**src/rtl/core/dlsq_pkg.sv**
```systemverilog
`default_nettype none
package dlsq_pkg;

	localparam int RESULT_LIMIT = 16;
	localparam int RC_W         = 5;

	// request codes on the input tuser
	localparam logic [2:0] REQ_ADD   = 3'd0;
	localparam logic [2:0] REQ_TAKE  = 3'd1;
	localparam logic [2:0] REQ_TICK  = 3'd2;
	localparam logic [2:0] REQ_FIND  = 3'd3;
	localparam logic [2:0] REQ_FLUSH = 3'd4;

	// result status codes
	localparam logic [1:0] STS_OK   = 2'd0;
	localparam logic [1:0] STS_FULL = 2'd1;
	localparam logic [1:0] STS_MISS = 2'd2;

	typedef enum logic [2:0] {
		OP_ADD_TIMED,
		OP_ADD_FOREVER,
		OP_TAKE,
		OP_TICK,
		OP_FIND,
		OP_FLUSH,
		OP_NOP
	} op_t;

	typedef struct packed {
		op_t         op;
		logic [15:0] task_id;
	} cmd_t;

	typedef enum logic [3:0] {
		S_IDLE,
		S_INSERT,
		S_TAKE,
		S_TICK_DEC,
		S_TICK_SCAN,
		S_FIND,
		S_RELEASE,
		S_RESULT
	} state_t;

endpackage
`default_nettype wire

```
**src/rtl/core/dlsq_front.sv**
```systemverilog
`default_nettype none
module dlsq_front #(
	parameter int TICK_WIDTH = 16
) (
	input  wire                         clk,
	input  wire                         arst_n,
	input  wire                         s_axis_tvalid,
	output logic                        s_axis_tready,
	input  wire  [31:0]                 s_axis_tdata,
	input  wire  [2:0]                  s_axis_tuser,
	output logic                        cmd_valid,
	input  wire                         cmd_ready,
	output dlsq_pkg::cmd_t              cmd,
	output logic [TICK_WIDTH-1:0]       cmd_wait
);

	dlsq_pkg::cmd_t        cls_cmd;
	logic [TICK_WIDTH-1:0] cls_wait;
	logic [15:0]           in_wait;

	dlsq_pkg::cmd_t        ent_q [2];
	logic [TICK_WIDTH-1:0] wait_q [2];
	logic                  rd_ptr_q;
	logic                  wr_ptr_q;
	logic [1:0]            cnt_q;
	logic                  push;
	logic                  pop;

	assign in_wait = s_axis_tdata[31:16];

	always_comb begin
		cls_cmd.task_id = s_axis_tdata[15:0];
		// saturate waits beyond the tick range
		if (TICK_WIDTH < 16 && (in_wait >> TICK_WIDTH) != 16'd0) begin
			cls_wait = '1;
		end else begin
			cls_wait = TICK_WIDTH'(in_wait);
		end
		unique case (s_axis_tuser)
			dlsq_pkg::REQ_ADD:   cls_cmd.op = (in_wait == 16'd0) ? dlsq_pkg::OP_ADD_FOREVER
			                                                     : dlsq_pkg::OP_ADD_TIMED;
			dlsq_pkg::REQ_TAKE:  cls_cmd.op = dlsq_pkg::OP_TAKE;
			dlsq_pkg::REQ_TICK:  cls_cmd.op = dlsq_pkg::OP_TICK;
			dlsq_pkg::REQ_FIND:  cls_cmd.op = dlsq_pkg::OP_FIND;
			dlsq_pkg::REQ_FLUSH: cls_cmd.op = dlsq_pkg::OP_FLUSH;
			default:             cls_cmd.op = dlsq_pkg::OP_NOP;
		endcase
	end

	assign s_axis_tready = (cnt_q != 2'd2);
	assign push          = s_axis_tvalid && s_axis_tready;
	assign cmd_valid     = (cnt_q != 2'd0);
	assign pop           = cmd_valid && cmd_ready;
	assign cmd           = ent_q[rd_ptr_q];
	assign cmd_wait      = wait_q[rd_ptr_q];

	always_ff @(posedge clk or negedge arst_n) begin
		if (!arst_n) begin
			rd_ptr_q <= 1'b0;
			wr_ptr_q <= 1'b0;
			cnt_q    <= 2'd0;
		end else begin
			if (push) wr_ptr_q <= ~wr_ptr_q;
			if (pop)  rd_ptr_q <= ~rd_ptr_q;
			if (push && !pop)      cnt_q <= cnt_q + 2'd1;
			else if (pop && !push) cnt_q <= cnt_q - 2'd1;
		end
	end

	always_ff @(posedge clk) begin
		if (push) begin
			ent_q[wr_ptr_q]  <= cls_cmd;
			wait_q[wr_ptr_q] <= cls_wait;
		end
	end

endmodule
`default_nettype wire

```
**src/rtl/core/dlsq_engine.sv**
```systemverilog
`default_nettype none
module dlsq_engine #(
	parameter int QUEUE_DEPTH = 16,
	parameter int TICK_WIDTH  = 16
) (
	input  wire                   clk,
	input  wire                   arst_n,
	input  wire                   cmd_valid,
	output logic                  cmd_ready,
	input  dlsq_pkg::cmd_t        cmd,
	input  wire  [TICK_WIDTH-1:0] cmd_wait,
	output logic                  m_axis_tvalid,
	input  wire                   m_axis_tready,
	output logic [23:0]           m_axis_tdata,
	output logic [0:0]            m_axis_tuser,
	output logic                  m_axis_tlast
);

	localparam int IDX_W = $clog2(QUEUE_DEPTH);
	localparam int CNT_W = $clog2(QUEUE_DEPTH + 1);
	localparam int CMP_W = (CNT_W > dlsq_pkg::RC_W) ? CNT_W : dlsq_pkg::RC_W;
	localparam int RC_W  = dlsq_pkg::RC_W;
	localparam logic [RC_W-1:0] RLIM = RC_W'(dlsq_pkg::RESULT_LIMIT);

	dlsq_pkg::state_t state_q, state_d;

	// ring of entries; head at index 0, shifted toward it
	logic [15:0]           slot_task_q    [QUEUE_DEPTH];
	logic [TICK_WIDTH-1:0] slot_delta_q   [QUEUE_DEPTH];
	logic                  slot_forever_q [QUEUE_DEPTH];

	logic [CNT_W-1:0]      count_q;
	logic [IDX_W-1:0]      step_q;
	logic                  inserted_q;
	logic [TICK_WIDTH-1:0] rem_q;
	logic [15:0]           carry_task_q;
	logic [TICK_WIDTH-1:0] carry_delta_q;
	logic                  carry_forever_q;
	logic [15:0]           id_q;
	logic                  timed_q;
	logic                  hit_q;
	logic                  running_q;
	logic [RC_W-1:0]       run_q;
	logic [RC_W-1:0]       n_q;
	logic                  fin_empty_q;
	logic [15:0]           res_id_q;
	logic                  res_valid_q;
	logic [1:0]            res_status_q;

	logic                  m_valid_q;
	logic [15:0]           m_task_q;
	logic                  m_tv_q;
	logic [1:0]            m_status_q;
	logic [RC_W-1:0]       m_rc_q;
	logic                  m_empty_q;
	logic                  m_last_q;

	logic                  can_emit;
	logic                  step_last;
	logic                  step_lt_cnt;
	logic                  ins_here;
	logic                  scan_hit;
	logic [RC_W-1:0]       run_next;
	logic                  rel_last;
	logic                  cur_match;
	logic                  take_merge;
	logic [TICK_WIDTH:0]   take_sum;
	logic [TICK_WIDTH-1:0] take_delta;
	logic [TICK_WIDTH-1:0] carry_delta_in;

	logic                  shift_en;
	logic                  hd_dec;
	logic                  ovr0_en;
	logic [15:0]           push_task;
	logic [TICK_WIDTH-1:0] push_delta;
	logic                  push_forever;
	logic                  load_result;
	logic                  load_release;

	assign can_emit    = !m_valid_q || m_axis_tready;
	assign step_last   = (step_q == IDX_W'(QUEUE_DEPTH - 1));
	assign step_lt_cnt = (CNT_W'(step_q) < count_q);
	assign ins_here    = !inserted_q && ((CNT_W'(step_q) == count_q) ||
		(timed_q && (slot_forever_q[0] || rem_q <= slot_delta_q[0])));
	assign scan_hit    = running_q && step_lt_cnt && !slot_forever_q[0] &&
		(slot_delta_q[0] == '0) && (run_q != RLIM);
	assign run_next    = run_q + RC_W'(scan_hit);
	assign rel_last    = ((n_q + RC_W'(1)) == run_q);
	assign cur_match   = step_lt_cnt && (slot_task_q[0] == id_q);
	assign take_merge  = !slot_forever_q[0] && (count_q > CNT_W'(1)) && !slot_forever_q[1];
	assign take_sum    = {1'b0, slot_delta_q[1]} + {1'b0, slot_delta_q[0]};
	assign take_delta  = take_sum[TICK_WIDTH] ? '1 : take_sum[TICK_WIDTH-1:0];
	assign carry_delta_in = (timed_q && !slot_forever_q[0] && step_lt_cnt)
		? slot_delta_q[0] - rem_q : slot_delta_q[0];

	// next state
	always_comb begin
		state_d = state_q;
		unique case (state_q)
			dlsq_pkg::S_IDLE: begin
				if (cmd_valid) begin
					unique case (cmd.op) inside
						dlsq_pkg::OP_ADD_TIMED, dlsq_pkg::OP_ADD_FOREVER:
							state_d = (count_q == CNT_W'(QUEUE_DEPTH)) ? dlsq_pkg::S_RESULT
							                                           : dlsq_pkg::S_INSERT;
						dlsq_pkg::OP_TAKE:
							state_d = (count_q == '0) ? dlsq_pkg::S_RESULT : dlsq_pkg::S_TAKE;
						dlsq_pkg::OP_TICK:
							state_d = dlsq_pkg::S_TICK_DEC;
						dlsq_pkg::OP_FIND:
							state_d = (count_q == '0) ? dlsq_pkg::S_RESULT : dlsq_pkg::S_FIND;
						dlsq_pkg::OP_FLUSH:
							state_d = (count_q == '0) ? dlsq_pkg::S_RESULT : dlsq_pkg::S_RELEASE;
						default:
							state_d = dlsq_pkg::S_RESULT;
					endcase
				end
			end
			dlsq_pkg::S_INSERT:   if (step_last) state_d = dlsq_pkg::S_RESULT;
			dlsq_pkg::S_TAKE:     state_d = dlsq_pkg::S_RESULT;
			dlsq_pkg::S_TICK_DEC: state_d = dlsq_pkg::S_TICK_SCAN;
			dlsq_pkg::S_TICK_SCAN: begin
				if (step_last) begin
					state_d = (run_next == '0) ? dlsq_pkg::S_RESULT : dlsq_pkg::S_RELEASE;
				end
			end
			dlsq_pkg::S_FIND:     if (step_last) state_d = dlsq_pkg::S_RESULT;
			dlsq_pkg::S_RELEASE:  if (can_emit && rel_last) state_d = dlsq_pkg::S_IDLE;
			dlsq_pkg::S_RESULT:   if (can_emit) state_d = dlsq_pkg::S_IDLE;
			default:              state_d = dlsq_pkg::S_IDLE;
		endcase
	end

	// ring and output controls
	always_comb begin
		cmd_ready    = 1'b0;
		shift_en     = 1'b0;
		hd_dec       = 1'b0;
		ovr0_en      = 1'b0;
		push_task    = slot_task_q[0];
		push_delta   = slot_delta_q[0];
		push_forever = slot_forever_q[0];
		load_result  = 1'b0;
		load_release = 1'b0;
		unique case (state_q)
			dlsq_pkg::S_IDLE:      cmd_ready = 1'b1;
			dlsq_pkg::S_INSERT: begin
				shift_en = 1'b1;
				if (ins_here) begin
					push_task    = id_q;
					push_delta   = timed_q ? rem_q : '0;
					push_forever = !timed_q;
				end else if (inserted_q) begin
					push_task    = carry_task_q;
					push_delta   = carry_delta_q;
					push_forever = carry_forever_q;
				end
			end
			dlsq_pkg::S_TAKE: begin
				shift_en = 1'b1;
				ovr0_en  = take_merge;
			end
			dlsq_pkg::S_TICK_DEC:
				hd_dec = (count_q != '0) && !slot_forever_q[0] && (slot_delta_q[0] != '0);
			dlsq_pkg::S_TICK_SCAN: shift_en = 1'b1;
			dlsq_pkg::S_FIND:      shift_en = 1'b1;
			dlsq_pkg::S_RELEASE: begin
				shift_en     = can_emit;
				load_release = can_emit;
			end
			dlsq_pkg::S_RESULT:    load_result = can_emit;
			default: ;
		endcase
	end

	always_ff @(posedge clk or negedge arst_n) begin
		if (!arst_n) begin
			state_q   <= dlsq_pkg::S_IDLE;
			count_q   <= '0;
			m_valid_q <= 1'b0;
		end else begin
			state_q <= state_d;
			if (state_q == dlsq_pkg::S_INSERT && step_last) count_q <= count_q + CNT_W'(1);
			if (state_q == dlsq_pkg::S_TAKE || load_release) count_q <= count_q - CNT_W'(1);
			if (load_result || load_release) m_valid_q <= 1'b1;
			else if (m_axis_tready)          m_valid_q <= 1'b0;
		end
	end

	always_ff @(posedge clk) begin
		if (shift_en) begin
			for (int j = 0; j < QUEUE_DEPTH - 1; j++) begin
				slot_task_q[j]    <= slot_task_q[j+1];
				slot_forever_q[j] <= slot_forever_q[j+1];
			end
			for (int j = 1; j < QUEUE_DEPTH - 1; j++) begin
				slot_delta_q[j] <= slot_delta_q[j+1];
			end
			// on a take of two timed entries, fold the taken head's delta into the new head
			slot_delta_q[0]               <= ovr0_en ? take_delta : slot_delta_q[1];
			slot_task_q[QUEUE_DEPTH-1]    <= push_task;
			slot_delta_q[QUEUE_DEPTH-1]   <= push_delta;
			slot_forever_q[QUEUE_DEPTH-1] <= push_forever;
		end else if (hd_dec) begin
			slot_delta_q[0] <= slot_delta_q[0] - TICK_WIDTH'(1);
		end
	end

	always_ff @(posedge clk) begin
		// restart the walk before each full pass of the ring
		step_q <= (state_q == dlsq_pkg::S_IDLE || state_q == dlsq_pkg::S_TICK_DEC)
			? '0 : step_q + IDX_W'(1);
		unique case (state_q)
			dlsq_pkg::S_IDLE: begin
				inserted_q   <= 1'b0;
				hit_q        <= 1'b0;
				running_q    <= 1'b1;
				run_q        <= '0;
				n_q          <= '0;
				id_q         <= cmd.task_id;
				timed_q      <= (cmd.op == dlsq_pkg::OP_ADD_TIMED);
				rem_q        <= cmd_wait;
				res_id_q     <= '0;
				res_valid_q  <= 1'b0;
				res_status_q <= dlsq_pkg::STS_OK;
				unique case (cmd.op) inside
					dlsq_pkg::OP_ADD_TIMED, dlsq_pkg::OP_ADD_FOREVER:
						if (count_q == CNT_W'(QUEUE_DEPTH)) res_status_q <= dlsq_pkg::STS_FULL;
					dlsq_pkg::OP_TAKE, dlsq_pkg::OP_FIND:
						if (count_q == '0) res_status_q <= dlsq_pkg::STS_MISS;
					dlsq_pkg::OP_FLUSH: begin
						run_q       <= (CMP_W'(count_q) >= CMP_W'(RLIM)) ? RLIM
						                                                 : RC_W'(count_q);
						fin_empty_q <= (CMP_W'(count_q) <= CMP_W'(RLIM));
					end
					default: ;
				endcase
			end
			dlsq_pkg::S_INSERT: begin
				if (ins_here) begin
					inserted_q      <= 1'b1;
					carry_task_q    <= slot_task_q[0];
					carry_delta_q   <= carry_delta_in;
					carry_forever_q <= slot_forever_q[0];
				end else if (inserted_q) begin
					carry_task_q    <= slot_task_q[0];
					carry_delta_q   <= slot_delta_q[0];
					carry_forever_q <= slot_forever_q[0];
				end else begin
					rem_q <= rem_q - slot_delta_q[0];
				end
			end
			dlsq_pkg::S_TAKE: begin
				res_id_q    <= slot_task_q[0];
				res_valid_q <= 1'b1;
			end
			dlsq_pkg::S_TICK_SCAN: begin
				run_q     <= run_next;
				running_q <= scan_hit;
				// release stops at the first entry that is not due, or at the result limit
				if (step_last) fin_empty_q <= (CMP_W'(run_next) == CMP_W'(count_q));
			end
			dlsq_pkg::S_FIND: begin
				hit_q <= hit_q || cur_match;
				if (step_last) begin
					res_id_q     <= (hit_q || cur_match) ? id_q : 16'd0;
					res_valid_q  <= hit_q || cur_match;
					res_status_q <= (hit_q || cur_match) ? dlsq_pkg::STS_OK
					                                     : dlsq_pkg::STS_MISS;
				end
			end
			dlsq_pkg::S_RELEASE: if (can_emit) n_q <= n_q + RC_W'(1);
			default: ;
		endcase

		if (load_result) begin
			m_task_q   <= res_id_q;
			m_tv_q     <= res_valid_q;
			m_status_q <= res_status_q;
			m_rc_q     <= '0;
			m_empty_q  <= (count_q == '0);
			m_last_q   <= 1'b1;
		end else if (load_release) begin
			m_task_q   <= slot_task_q[0];
			m_tv_q     <= 1'b1;
			m_status_q <= dlsq_pkg::STS_OK;
			m_rc_q     <= rel_last ? run_q : '0;
			m_empty_q  <= fin_empty_q;
			m_last_q   <= rel_last;
		end
	end

	assign m_axis_tvalid = m_valid_q;
	assign m_axis_tdata  = {m_empty_q, m_rc_q, m_status_q, m_task_q};
	assign m_axis_tuser  = m_tv_q;
	assign m_axis_tlast  = m_last_q;

endmodule
`default_nettype wire

```
**src/rtl/core/delta_list_sleep_queue.sv**
```systemverilog
// Delta-list sleep queue of 16-bit task ids.
// Input stream: one request per transaction; tuser carries the request code
// (add, take head, tick, find, release all), tdata the task id and the wait.
// Output stream: one or more results per request; tlast marks the final one,
// and released_count on it tells how many tasks a tick or release-all freed.
// A two-entry command queue sits behind the input, so up to two requests are
// taken while the engine works or the output stalls.
// Per request: add and find rotate the whole entry ring once (not when an add
// meets a full queue or a find an empty one); a tick rotates it once and then
// shifts out the released tasks, if any, one by one; take head shifts the ring
// by one entry; release-all shifts out the released tasks one by one.
// This follows from the single-ported shift ring.
// Reset empties the queue at once; entry contents are left as they were.
// When the receiver deasserts tready, the result register holds and the
// engine waits; the command queue keeps accepting until it is full.
`default_nettype none
module delta_list_sleep_queue #(
	parameter int QUEUE_DEPTH = 16,
	parameter int TICK_WIDTH  = 16
) (
	input  wire         clk,
	input  wire         arst_n,
	input  wire         s_axis_tvalid,
	output logic        s_axis_tready,
	input  wire  [31:0] s_axis_tdata,  // task_id[15:0], wait_ticks[31:16]
	input  wire  [2:0]  s_axis_tuser,  // req_type[2:0]
	output logic        m_axis_tvalid,
	input  wire         m_axis_tready,
	output logic [23:0] m_axis_tdata,  // task_id_out[15:0], status[17:16],
	                                   // released_count[22:18], queue_empty[23]
	output logic [0:0]  m_axis_tuser,  // task_valid[0]
	output logic        m_axis_tlast
);

	logic                  cmd_valid;
	logic                  cmd_ready;
	dlsq_pkg::cmd_t        cmd;
	logic [TICK_WIDTH-1:0] cmd_wait;

	dlsq_front #(
		.TICK_WIDTH(TICK_WIDTH)
	) u_front (
		.clk          (clk),
		.arst_n       (arst_n),
		.s_axis_tvalid(s_axis_tvalid),
		.s_axis_tready(s_axis_tready),
		.s_axis_tdata (s_axis_tdata),
		.s_axis_tuser (s_axis_tuser),
		.cmd_valid    (cmd_valid),
		.cmd_ready    (cmd_ready),
		.cmd          (cmd),
		.cmd_wait     (cmd_wait)
	);

	dlsq_engine #(
		.QUEUE_DEPTH(QUEUE_DEPTH),
		.TICK_WIDTH (TICK_WIDTH)
	) u_engine (
		.clk          (clk),
		.arst_n       (arst_n),
		.cmd_valid    (cmd_valid),
		.cmd_ready    (cmd_ready),
		.cmd          (cmd),
		.cmd_wait     (cmd_wait),
		.m_axis_tvalid(m_axis_tvalid),
		.m_axis_tready(m_axis_tready),
		.m_axis_tdata (m_axis_tdata),
		.m_axis_tuser (m_axis_tuser),
		.m_axis_tlast (m_axis_tlast)
	);

endmodule
`default_nettype wire

```
**config.mk**
```make
export PLATFORM = sky130hd
export DESIGN_NAME = delta_list_sleep_queue
export DESIGN_NICKNAME = d
export VERILOG_FILES = /design/src/rtl/core/dlsq_pkg.sv /design/src/rtl/core/dlsq_front.sv /design/src/rtl/core/dlsq_engine.sv /design/src/rtl/core/delta_list_sleep_queue.sv
export SDC_FILE = /design/constraint.sdc
export NUM_CORES = 1
export LEC_CHECK = 0
export ABC_AREA = 1
export BUFFER_PORTS_ARGS = -buffer_cell sky130_fd_sc_hd__buf_2
export CORE_MARGIN = 2
export CORE_UTILIZATION = 42
export DETAILED_ROUTE_END_ITERATION = 8
export GPL_TIMING_DRIVEN = 0
export PLACE_DENSITY = 0.6
export SLEW_MARGIN = 5
export SYNTH_ARGS = -nofsm -noshare
export SYNTH_HDL_FRONTEND = slang
export SYNTH_SLANG_ARGS = --single-unit
```
**constraint.sdc**
```tcl
create_clock -name clk -period 15.3 [get_ports clk]
set_input_delay 1.53 -clock clk [delete_from_list [all_inputs] [get_ports clk]]
set_output_delay 1.53 -clock clk [all_outputs]
set_load 0.05 [all_outputs]
```
# [Word-level counts from Yosys, hierarchy flattened]
# Memory sizes are Yosys's and may differ from the RTL's.
# Cells that the tools add are included.
[totals] reg_bits=143 ramBits=598 inputBits=39 output_inout_bits=28 elab_cells=240 n_memories=5
[memory_table] name="u_engine.slot_delta_q" depth=16 word_bits=16 read_ports=16 rd_clocked_by_memory_dff=0 write_ports=16 line="dlsq_engine.sv:29" text="logic [TICK_WIDTH-1:0] slot_delta_q [QUEUE_DEPTH];"
[memory_table] name="u_engine.slot_task_q" depth=16 word_bits=16 read_ports=16 rd_clocked_by_memory_dff=0 write_ports=16 line="dlsq_engine.sv:28" text="logic [15:0] slot_task_q [QUEUE_DEPTH];"
[memory_table] name="u_front.ent_q" depth=2 word_bits=19 read_ports=1 rd_clocked_by_memory_dff=0 write_ports=1 line="dlsq_front.sv:21" text="dlsq_pkg::cmd_t ent_q [2];"
[memory_table] name="u_front.wait_q" depth=2 word_bits=16 read_ports=1 rd_clocked_by_memory_dff=0 write_ports=1 line="dlsq_front.sv:22" text="logic [TICK_WIDTH-1:0] wait_q [2];"
[memory_table] name="u_engine.slot_forever_q" depth=16 word_bits=1 read_ports=16 rd_clocked_by_memory_dff=0 write_ports=16 line="dlsq_engine.sv:30" text="logic slot_forever_q [QUEUE_DEPTH];"
[op_classes] n_addsub=11 n_lt_le_gt_ge=5 eq_ne=35 muxes=88 bitwise_logic=3 n_reduce_logical=65
[ops] op="$mux W16" n=21
[ops] op="$pmux W16 S3" n=1
[ops] op="$logic_not A16 Y1" n=2
[ops] op="$pmux W16 S2" n=1
[ops] op="$sub A16 B16 Y16" n=2
[ops] op="$mux W1" n=31
[ops] op="$mux W5" n=6
[ops] op="$pmux W4 S7" n=1
[ops] op="$mux W4" n=5
[ops] op="$pmux W4 S5" n=1
[ops] op="$pmux W5 S2" n=2
[ops] op="$reduce_bool A2 Y1" n=10
[ops] op="$logic_and A1 B1 Y1" n=19
[ops] op="$add A16 B16 Y17" n=1
[ops] op="$eq A16 B16 Y1" n=1
[ops] op="$eq A4 B3 Y1 const B" n=4
[ops] op="$le A16 B16 Y1" n=1
[ops] op="$mux W2" n=8
[ops] op="$reduce_bool A16 Y1" n=1
[ops] op="$sub A16 B1 Y16 const B" n=1
[ops] op="$pmux W3 S5" n=1
[ops] op="$ne A2 B1 Y1 const B" n=7
[ops] op="$eq A3 B2 Y1 const B" n=4
[ops] op="$add A5 B1 Y5 const B" n=2
[ops] op="37 further kinds" n=74

# [Logic depth before layout (Yosys ltp)]
# Gate-level depths: netlist (run 1).
[logic_depth] word_depth=10 mapped_depth=18

# [Cells and area by module]
# A second synthesis (run 1) with hierarchy kept.
[hier_totals] cells_unflattened=2197 area_unflattened_um2=29394.4
[by_module_without_submodules] mod="dlsq_engine" instances=1 cells_per_inst=1963 area_each_um2=26474.1 seq_area_each_um2=19854.0
[by_module_without_submodules] mod="dlsq_front" instances=1 cells_per_inst=234 area_each_um2=2920.3 seq_area_each_um2=2202.1

# [Least setup slack after synthesis (run 1)]
# Ideal clock, no wire load.
[synth_timing] path_type="input port to flip-flop" startpoint="input port m_axis_tready" endpoint="memory u_engine.slot_delta_q[6][4] (netlist: u_engine.slot_delta_q[0][100]) (enable)" t_arrival_ps=10564 setup_slack_ps=1078 path_stages=6 path_buffers=1 path_cell_list="or2_2 > clkbuf_1 > nand2_2 > nand2_2 > inv_1 > nand2_1"
[synth_lines] element="from (decl)" line="delta_list_sleep_queue.sv:28" text="input wire m_axis_tready,"
[synth_lines] element="to (decl)" line="dlsq_engine.sv:29"

==> PnR_summary.wiki, run 1 <==
{| class="wikitable"
! Metric !! Value
|-
| Iteration count of the initial detailed-routing pass || 6
|-
| TritonCTS sink count || 740
|-
| Mapped Area || 0.02933 mm^2
|-
| Slowest cell on the critical path || sky130_fd_sc_hd__nand2_4
|-
| Cell breakdown of the critical path || buf_2, or2_2, clkbuf_1, nand2_2, nand2_2, inv_1, nand2_4, buf_16, buf_16, buf_16
|-
| Filler cell count || 5944
|-
| Path category of the worst min-delay check || flip-flop to flip-flop
|-
| Area grow syn2layout || 14.88%
|-
| Endpoint of the worst-slack reg-to-reg timing path || u_engine.rem_q[6]
|-
| Final Cycle Share || 25.67%
|-
| Startpoint type of the worst setup path || input pin
|-
| Instance area after placement || 0.03120 mm^2
|-
| Width of the chip || 268.3 um
|-
| Count of distinct cell types in the synthesized netlist || 51
|-
| Resized cells post-CTS || 0
|-
| Final ANT Viol Nets || 0
|-
| Starting Density || 42.62%
|-
| Maximum net fanout on the critical path || 69
|-
| Type of the setup path with the least slack || input pin to flip-flop
|-
| DIE AREA || 0.07197 mm^2
|-
| Peak per-stage delay on the critical path || 0.47 ns
|-
| Reg2Reg Setup Slack || 11.61 ns
|-
| Worst Reg-to-Reg Cells || 17
|-
| Area of all placed cells without fillers || 0.03370 mm^2
|-
| CP most frequent cell || sky130_fd_sc_hd__buf_16
|-
| Number of buffers inserted for hold repair after clock tree synthesis || 0
|-
| Clock Latency Late Sink || 0.65 ns
|-
| Pre-CTS setup slack || 10.74 ns
|-
| Core outline area || 0.06883 mm^2
|-
| Seq cells post-synth || 740
|-
| Sequential fraction of the synthesis area || 75.19%
|-
| Worst hold path endpoint || u_engine.slot_delta_q[1][57]
|-
| Clock Path Buffers || 3
|-
| Min Tclk post-route || 3.927 ns
|-
| Routed length per instance || 19.07 um
|-
| Relative slew margins || 29.91%
|-
| Post-CTS Repair Setup Buffers || 0
|-
| Status || complete, no violations
|-
| Number of hold violations in the final report || 0
|-
| Cell type with the highest aggregate area in the netlist || sky130_fd_sc_hd__edfxtp_1
|-
| Worst r2r src || u_engine.slot_delta_q[0][0]
|-
| Maximum number of pins on one net before global-route repair || 70
|-
| Mean area per synthesized cell || 13.53 um^2
|-
| Final-report max-slew violation count || 0
|-
| CTS tree || yes
|-
| Number of antenna violations at the first check in global routing || 4
|-
| Global-route wire length before repair || 96410 um
|-
| Global placement routability congestion || 0.8924
|-
| Required @ worst endpoint || 15.65 ns
|-
| Overall routing resource usage || 17.78%
|-
| Count of buffering cells on the critical path with inverters included || 6
|-
| Transition time of the tightest slew-check pin || 1.042 ns
|-
| Half-perimeter wire length after placement || 43640 um
|-
| Clock edge transition at the registers on the reported setup and hold paths || 0.06 ns
|-
| Number of violations reported at the end of detailed-routing iteration 0 || 1611
|-
| Highest Clock Rate || 254.7 MHz
|-
| Total Wirelength || 63360 um
|-
| Final-report setup violation count || 0
|-
| Final worst clock skew || 0.04098 ns
|-
| H-tree depth reported by CTS || 3
|-
| Overall die height || 268.3 um
|-
| Number of cells produced by synthesis || 2168
|-
| Fraction of final layout cells sized beyond drive strength 1 || 11.13%
|-
| Top-area cell type share of the netlist area || 73.40%
|-
| Startpoint of the lowest-slack hold path || u_engine.slot_delta_q[1][73]
|-
| Sort of element at the end of the critical path || flip-flop
|-
| Cell family contributing the most delay on the critical path || buffers and inverters
|-
| Std-Cell Rows || 96
|-
| Final worst slack || 11.37 ns
|-
| Data arrival, critical path || 4.28 ns
|-
| Synth Warn # || 0
|-
| Antenna diode instance count || 0
|-
| Number of nets in the synthesized netlist || 2271
|-
| Top cells by area in the synthesized netlist || sky130_fd_sc_hd__edfxtp_1 73%, sky130_fd_sc_hd__nand2_1 5.5%, sky130_fd_sc_hd__ha_1 2.6%
|-
| Count of max-cap constraint violations || 0
|-
| Inserted Clock Buffers || 77
|-
| Number of placed I/O pins || 67
|-
| Post-DR vias/cell || 5.094
|-
| RSZ-0062 raised after global routing || false
|-
| Worst hold path stage count || 0
|-
| IO Port Bufs || 66
|-
| Cell at the root of the clock tree || sky130_fd_sc_hd__clkbuf_16
|-
| Vias post-DR || 16920
|-
| Number of remaining DRC errors || 0
|-
| Number of nets in the layout || 2431
|-
| Number of global-route vias before repair || 16740
|-
| Final global-route overflow total || 0
|}
==> cell type report <==
type / instances / area (um^2) / share of cell area, %
Buffer: 64 / 326.6 / 0.9691
Inverter: 184 / 690.7 / 2.050
Multi-Input combinational cell: 1180 / 6294 / 18.68
Tap cell: 931 / 1165 / 3.457
Clock buffer: 91 / 1979 / 5.874
Timing Repair Buffer: 81 / 670.6 / 1.990
Sequential cell: 740 / 22060 / 65.45
Clock inverter: 51 / 516.7 / 1.533
==> layout by cell type, fill, tap and decap left out, types with 5 or more instances in the layout <==
cell / n
sky130_fd_sc_hd__clkbuf_1: 44
sky130_fd_sc_hd__clkbuf_16: 77
sky130_fd_sc_hd__nor4_1: 10
sky130_fd_sc_hd__edfxtp_1: 717
sky130_fd_sc_hd__a21oi_1: 61
sky130_fd_sc_hd__a31oi_1: 8
sky130_fd_sc_hd__or2_2: 11
sky130_fd_sc_hd__mux2i_1: 6
sky130_fd_sc_hd__bufinv_16: 5
sky130_fd_sc_hd__nand2_1: 432
sky130_fd_sc_hd__ha_1: 61
sky130_fd_sc_hd__o22ai_1: 12
sky130_fd_sc_hd__buf_16: 8
sky130_fd_sc_hd__a21o_1: 6
sky130_fd_sc_hd__clkinv_2: 21
sky130_fd_sc_hd__clkinv_1: 15
sky130_fd_sc_hd__nor2_1: 124
sky130_fd_sc_hd__nor3_1: 16
sky130_fd_sc_hd__inv_1: 176
sky130_fd_sc_hd__xnor2_1: 20
sky130_fd_sc_hd__buf_2: 79
sky130_fd_sc_hd__nand2_2: 6
sky130_fd_sc_hd__xor2_1: 42
sky130_fd_sc_hd__nand4_1: 37
sky130_fd_sc_hd__nor2_4: 6
sky130_fd_sc_hd__dfxtp_1: 10
sky130_fd_sc_hd__clkinv_16: 5
sky130_fd_sc_hd__buf_4: 6
sky130_fd_sc_hd__o21bai_1: 8
sky130_fd_sc_hd__o21ai_1: 23
sky130_fd_sc_hd__buf_6: 6
sky130_fd_sc_hd__dfrtp_1: 13
sky130_fd_sc_hd__inv_2: 7
sky130_fd_sc_hd__buf_1: 7
sky130_fd_sc_hd__o21ai_0: 115
sky130_fd_sc_hd__o211ai_1: 9
sky130_fd_sc_hd__nand3_1: 137
==> state kept, by name, indices dropped and copies added, names as in the netlist, 16 cells and up <==
signal and cells:
u_engine.slot_delta_q 256, u_engine.slot_task_q 256, u_front.ent_q 38, u_front.wait_q 32, u_engine.carry_delta_q 16, u_engine.carry_task_q 16
u_engine.id_q 16, u_engine.m_task_q 16, u_engine.rem_q 16, u_engine.res_id_q 16, u_engine.slot_forever_q 16
==> logic make-up (layout without fill, tap and decap cells) <==
| kind of cell | after synthesis | in the layout | share of synthesized area [%] |
|---|---|---|---|
| AOI/OAI and AO/OA | 253 | 253 | 4.718 |
| muxes | 6 | 6 | 0.2048 |
| and+or+nand+nor | 795 | 795 | 11.76 |
| adders and majority gates | 64 | 64 | 2.807 |
| buffers and inverters | 248 | 471 | 3.468 |
| xor gates and xnor gates | 62 | 62 | 1.851 |
| DFF | 740 | 740 | 75.19 |
==> cells in the mapped netlist (all sizes together) <==
library cell,instances
a22oi,1
ha,61
edfxtp,717
nand3,137
buf,32
nand3b,5
inv,183
dfxtp,10
nor2,134
xnor2,20
a221oi,2
o21ai,139
nor4,10
a211oi,1
clkbuf,32
or2,11
and2,1
a21oi,62
nand4,37
dfrtp,13
fa,3
clkinv,1
a21boi,1
nand2,441
nor3,17
a31o,1
a31oi,8
o31ai,1
a21o,6
mux2i,6
o22ai,12
o2111ai,1
xor2,42
nor3b,2
o211ai,9
o21bai,9
==> routing by layer <==
| layer | routed length, um | vias to the layer above | track usage [%] |
|---|---|---|---|
| met5 | 56 | - | 0 |
| met4 | 2274 | 8 | 7.066 |
| met3 | 3531 | 121 | 3.592 |
| met2 | 29620 | 456 | 28.47 |
| met1 | 27880 | 8312 | 23.91 |
| li1 | - | 8025 | - |
==> stage by stage <==
step / setup TNS [ns] / utilization (%) / cells / hold WS [ns]
2_1_floorplan: 0 / - / 2168 / 0.4003
3_3_place_gp: -1785.38 / 44.79 / 3165 / 0.4001
3_5_place_dp: 0 / 45.34 / 3180 / 0.4045
4_1_cts: 0 / 48.96 / 3322 / 0.3945
5_1_grt: 0 / 48.96 / 3322 / 0.4051
6_report: 0 / 48.96 / 3322 / 0.3967
==> worst register-to-register path: stages, from the launching register on <==
cell and delay [ns]:
sky130_fd_sc_hd__edfxtp_1 0.54, sky130_fd_sc_hd__ha_1 0.29, sky130_fd_sc_hd__fa_1 0.50, sky130_fd_sc_hd__inv_1 0.08
sky130_fd_sc_hd__nand3_1 0.06, sky130_fd_sc_hd__nand2_1 0.10, sky130_fd_sc_hd__nand2_1 0.06, sky130_fd_sc_hd__nand2_1 0.15
sky130_fd_sc_hd__nand2_1 0.07, sky130_fd_sc_hd__nand2_1 0.06, sky130_fd_sc_hd__nand2_1 0.05, sky130_fd_sc_hd__nand2_1 0.11
sky130_fd_sc_hd__nand2_4 0.13, sky130_fd_sc_hd__o21ai_0 0.23, sky130_fd_sc_hd__inv_2 0.12, sky130_fd_sc_hd__buf_12 0.22
sky130_fd_sc_hd__nor2_2 0.39, sky130_fd_sc_hd__buf_8 0.23
==> worst max-delay path by stage <==
stage	end	slack (ns)	depth (start not counted)	from
after floorplan	u_engine.slot_delta_q[0][100]	1.08	6	m_axis_tready
after global routing	u_engine.slot_task_q[1][77]	11.19	10	m_axis_tready
final	u_engine.slot_task_q[1][59]	11.37	10	m_axis_tready
after global placement	u_engine.slot_task_q[0][10]	-3.54	7	m_axis_tready
after CTS	u_engine.slot_task_q[0][126]	11.41	10	m_axis_tready
after detailed placement	u_engine.slot_task_q[0][10]	10.74	10	m_axis_tready
Power of run 1 is left out: the tool's default activity adds up to more than one toggle a clock period on the data nets, which glitch-free logic cannot reach.
==> inputs of run 2 (changes only) <==
==> constraint.sdc (replaced) <==
create_clock -name clk -period 3.9 [get_ports clk]
set_input_delay 0.39 -clock clk [delete_from_list [all_inputs] [get_ports clk]]
set_output_delay 0.39 -clock clk [all_outputs]
set_load 0.05 [all_outputs]
==> PnR_summary.wiki, run 2 (synthesized netlist as in run 1, its figures left out) <==
{| class="wikitable"
! Metric !! Value
|-
| Status || complete, no violations
|-
| Number of violations reported at the end of detailed-routing iteration 0 || 1545 (-4.1%)
|-
| Critical path startpoint || u_engine.slot_delta_q[0][0]
|-
| Required @ worst endpoint || 4.25 ns (-11.40 ns)
|-
| Maximum net fanout on the critical path || 12 (-83%)
|-
| Iteration count of the initial detailed-routing pass || 5 (-1)
|-
| Starting Density || 42.62% (unchanged)
|-
| H-tree depth reported by CTS || 3 (unchanged)
|-
| Path category of the worst min-delay check || input pin to flip-flop
|-
| Sort of element at the end of the critical path || flip-flop
|-
| Overall die height || 268.3 um (unchanged)
|-
| Total Wirelength || 63300 um (about the same)
|-
| Count of max-cap constraint violations || 0 (unchanged)
|-
| Final worst clock skew || 0.04188 ns (+0.0009045 ns)
|-
| Register area || 0.02206 mm^2 (about the same)
|-
| DIE AREA || 0.07197 mm^2 (unchanged)
|-
| Global placement routability congestion || 0.8804 (-1.3%)
|-
| Area grow syn2layout || 15.97%
|-
| Clock Latency Late Sink || 0.65 ns (about the same)
|-
| Reg2Reg Setup Slack || 0.27 ns (-11.34 ns)
|-
| Final ANT Viol Nets || 0 (unchanged)
|-
| Top library cells by usage in the layout, fill and taps aside || 717 x sky130_fd_sc_hd__edfxtp_1, 432 x sky130_fd_sc_hd__nand2_1, 176 x sky130_fd_sc_hd__inv_1
|-
| Worst r2r src || u_engine.slot_delta_q[0][0]
|-
| Pre-CTS setup slack || 0.2446 ns (-10.50 ns)
|-
| Number of remaining DRC errors || 0 (unchanged)
|-
| Startpoint type of the worst setup path || flip-flop
|-
| Width of the chip || 268.3 um (unchanged)
|-
| IO Port Bufs || 66 (unchanged)
|-
| Endpoint of the worst-slack reg-to-reg timing path || u_engine.rem_q[5]
|-
| Cell at the root of the clock tree || sky130_fd_sc_hd__clkbuf_16
|-
| Std-Cell Rows || 96 (unchanged)
|-
| Transition time of the tightest slew-check pin || 1.015 ns (-0.02701 ns)
|-
| Core outline area || 0.06883 mm^2 (unchanged)
|-
| Final-report setup violation count || 0 (unchanged)
|-
| Post-DR vias/cell || 5.044 (-0.99%)
|-
| Highest Clock Rate || 275.2 MHz
|-
| Data arrival, critical path || 3.98 ns (-0.30 ns)
|-
| Number of antenna violations at the first check in global routing || 4 (unchanged)
|-
| Final global-route overflow total || 0 (unchanged)
|-
| TritonCTS sink count || 740 (unchanged)
|-
| Worst hold-check slack || 0.04158 ns (-0.3552 ns)
|-
| Final Cycle Share || 93.18%
|-
| RSZ-0062 raised after global routing || false
|-
| Instance area after placement || 0.03110 mm^2 (-0.32%)
|-
| Type of the setup path with the least slack || flip-flop to flip-flop
|-
| Number of placed I/O pins || 67 (unchanged)
|-
| Area taken by multi-input logic gates || 0.006309 mm^2 (+0.24%)
|-
| Number of hold violations in the final report || 0 (unchanged)
|-
| Number of nets in the layout || 2460 (+1.2%)
|-
| Relative slew margins || 31.73% (+1.8 points)
|-
| Worst setup path endpoint || u_engine.rem_q[5]
|-
| Maximum number of pins on one net before global-route repair || 129 (+84%)
|-
| Final worst slack || 0.2661 ns (-11.11 ns)
|-
| Area of all placed cells without fillers || 0.03402 mm^2 (+0.94%)
|-
| Final-report max-slew violation count || 0 (unchanged)
|-
| Overall routing resource usage || 17.71% (-0.075 points)
|-
| CTS tree || yes
|-
| Setup TNS after final layout || 0 ns (unchanged)
|-
| Post-CTS Repair Setup Buffers || 0 (unchanged)
|-
| Filler cell count || 5936 (-0.13%)
|-
| Routed length per instance || 18.88 um (-1.0%)
|-
| Global-route wire length before repair || 95990 um (-0.44%)
|-
| Min Tclk post-route || 3.634 ns
|-
| Startpoint of the lowest-slack hold path || s_axis_tdata[20]
|-
| Vias post-DR || 16910 (-0.065%)
|-
| Half-perimeter wire length after placement || 43260 um (-0.86%)
|-
| Worst Reg-to-Reg Cells || 16 (-1)
|-
| Number of global-route vias before repair || 16520 (-1.3%)
|-
| Clock Path Buffers || 3 (unchanged)
|-
| Clock edge transition at the registers on the reported setup and hold paths || 0.06 ns (about the same)
|-
| Inserted Clock Buffers || 78 (+1.3%)
|-
| Fraction of final layout cells sized beyond drive strength 1 || 10.91% (-0.22 points)
|-
| Top flop regs || u_engine.slot_delta_q (256), u_engine.slot_task_q (256), u_front.ent_q (38)
|-
| Commonest non-fill, non-tap cell in the layout || sky130_fd_sc_hd__edfxtp_1
|}
==> run 2: per-layer routing <==
layer	routed length, um	part of all wire, %	vias to the layer above	GRT usage, %
li1	-	-	8082	-
met1	28230	45	8247	24.22
met2	29630	47	467	28.33
met3	3599	5.7	109	3.748
met4	1810	2.9	6	5.798
met5	38	0.060	-	0
==> run 2: final cells by class <==
| cell class | count | share of cell area (%) |
|---|---|---|
| clock inverter | 47 | 1.567 |
| tap | 931 | 3.424 |
| clock buffer | 96 | 6.025 |
| sequential | 740 | 64.84 |
| antenna | 2 | 0.01471 |
| timing repair buffer | 109 | 2.589 |
| multi-input combinational | 1180 | 18.55 |
| buffer | 64 | 0.9600 |
| inverter | 184 | 2.030 |
==> run 2: worst max-delay path: stages, from the launching register on <==
cell	delay, ns
sky130_fd_sc_hd__edfxtp_1	0.55
sky130_fd_sc_hd__ha_1	0.29
sky130_fd_sc_hd__fa_1	0.50
sky130_fd_sc_hd__inv_1	0.09
sky130_fd_sc_hd__nand3_1	0.06
sky130_fd_sc_hd__nand2_1	0.11
sky130_fd_sc_hd__nand2_1	0.07
sky130_fd_sc_hd__nand2_1	0.14
sky130_fd_sc_hd__nand2_1	0.07
sky130_fd_sc_hd__nand2_1	0.07
sky130_fd_sc_hd__nand2_1	0.06
sky130_fd_sc_hd__nand2_1	0.10
sky130_fd_sc_hd__nand2_4	0.13
sky130_fd_sc_hd__o21ai_0	0.22
sky130_fd_sc_hd__inv_2	0.21
sky130_fd_sc_hd__nor2_2	0.47
sky130_fd_sc_hd__buf_8	0.22
==> run 2: per-stage QoR <==
stage | instances | util, %
after CTS | 3351 | 49.41
final | 3353 | 49.42
after global placement | 3165 | 44.82
after floorplan | 2168 | -
after global routing | 3352 | 49.42
after detailed placement | 3176 | 45.19
==> run 2: worst min-delay path by stage <==
stage          cells after the start                    to  slack [ns]
6_report                           1  u_front.wait_q[0][4]        0.04
5_1_grt                            1  u_front.wait_q[0][4]        0.02
4_1_cts                            1  u_front.wait_q[1][4]        0.02
3_5_place_dp                       1   u_engine.state_q[0]        0.32
3_3_place_gp                       1   u_engine.state_q[0]        0.31
2_1_floorplan                      0   u_engine.count_q[0]        0.09
==> run 2: timing repair <==
action,in CTS,in global routing
setup endpoints to repair,0,1
resized for setup,0,1
hold buffers,32,0
endpoints found under the hold margin,75,0
Power of run 2 is left out for the same reason.
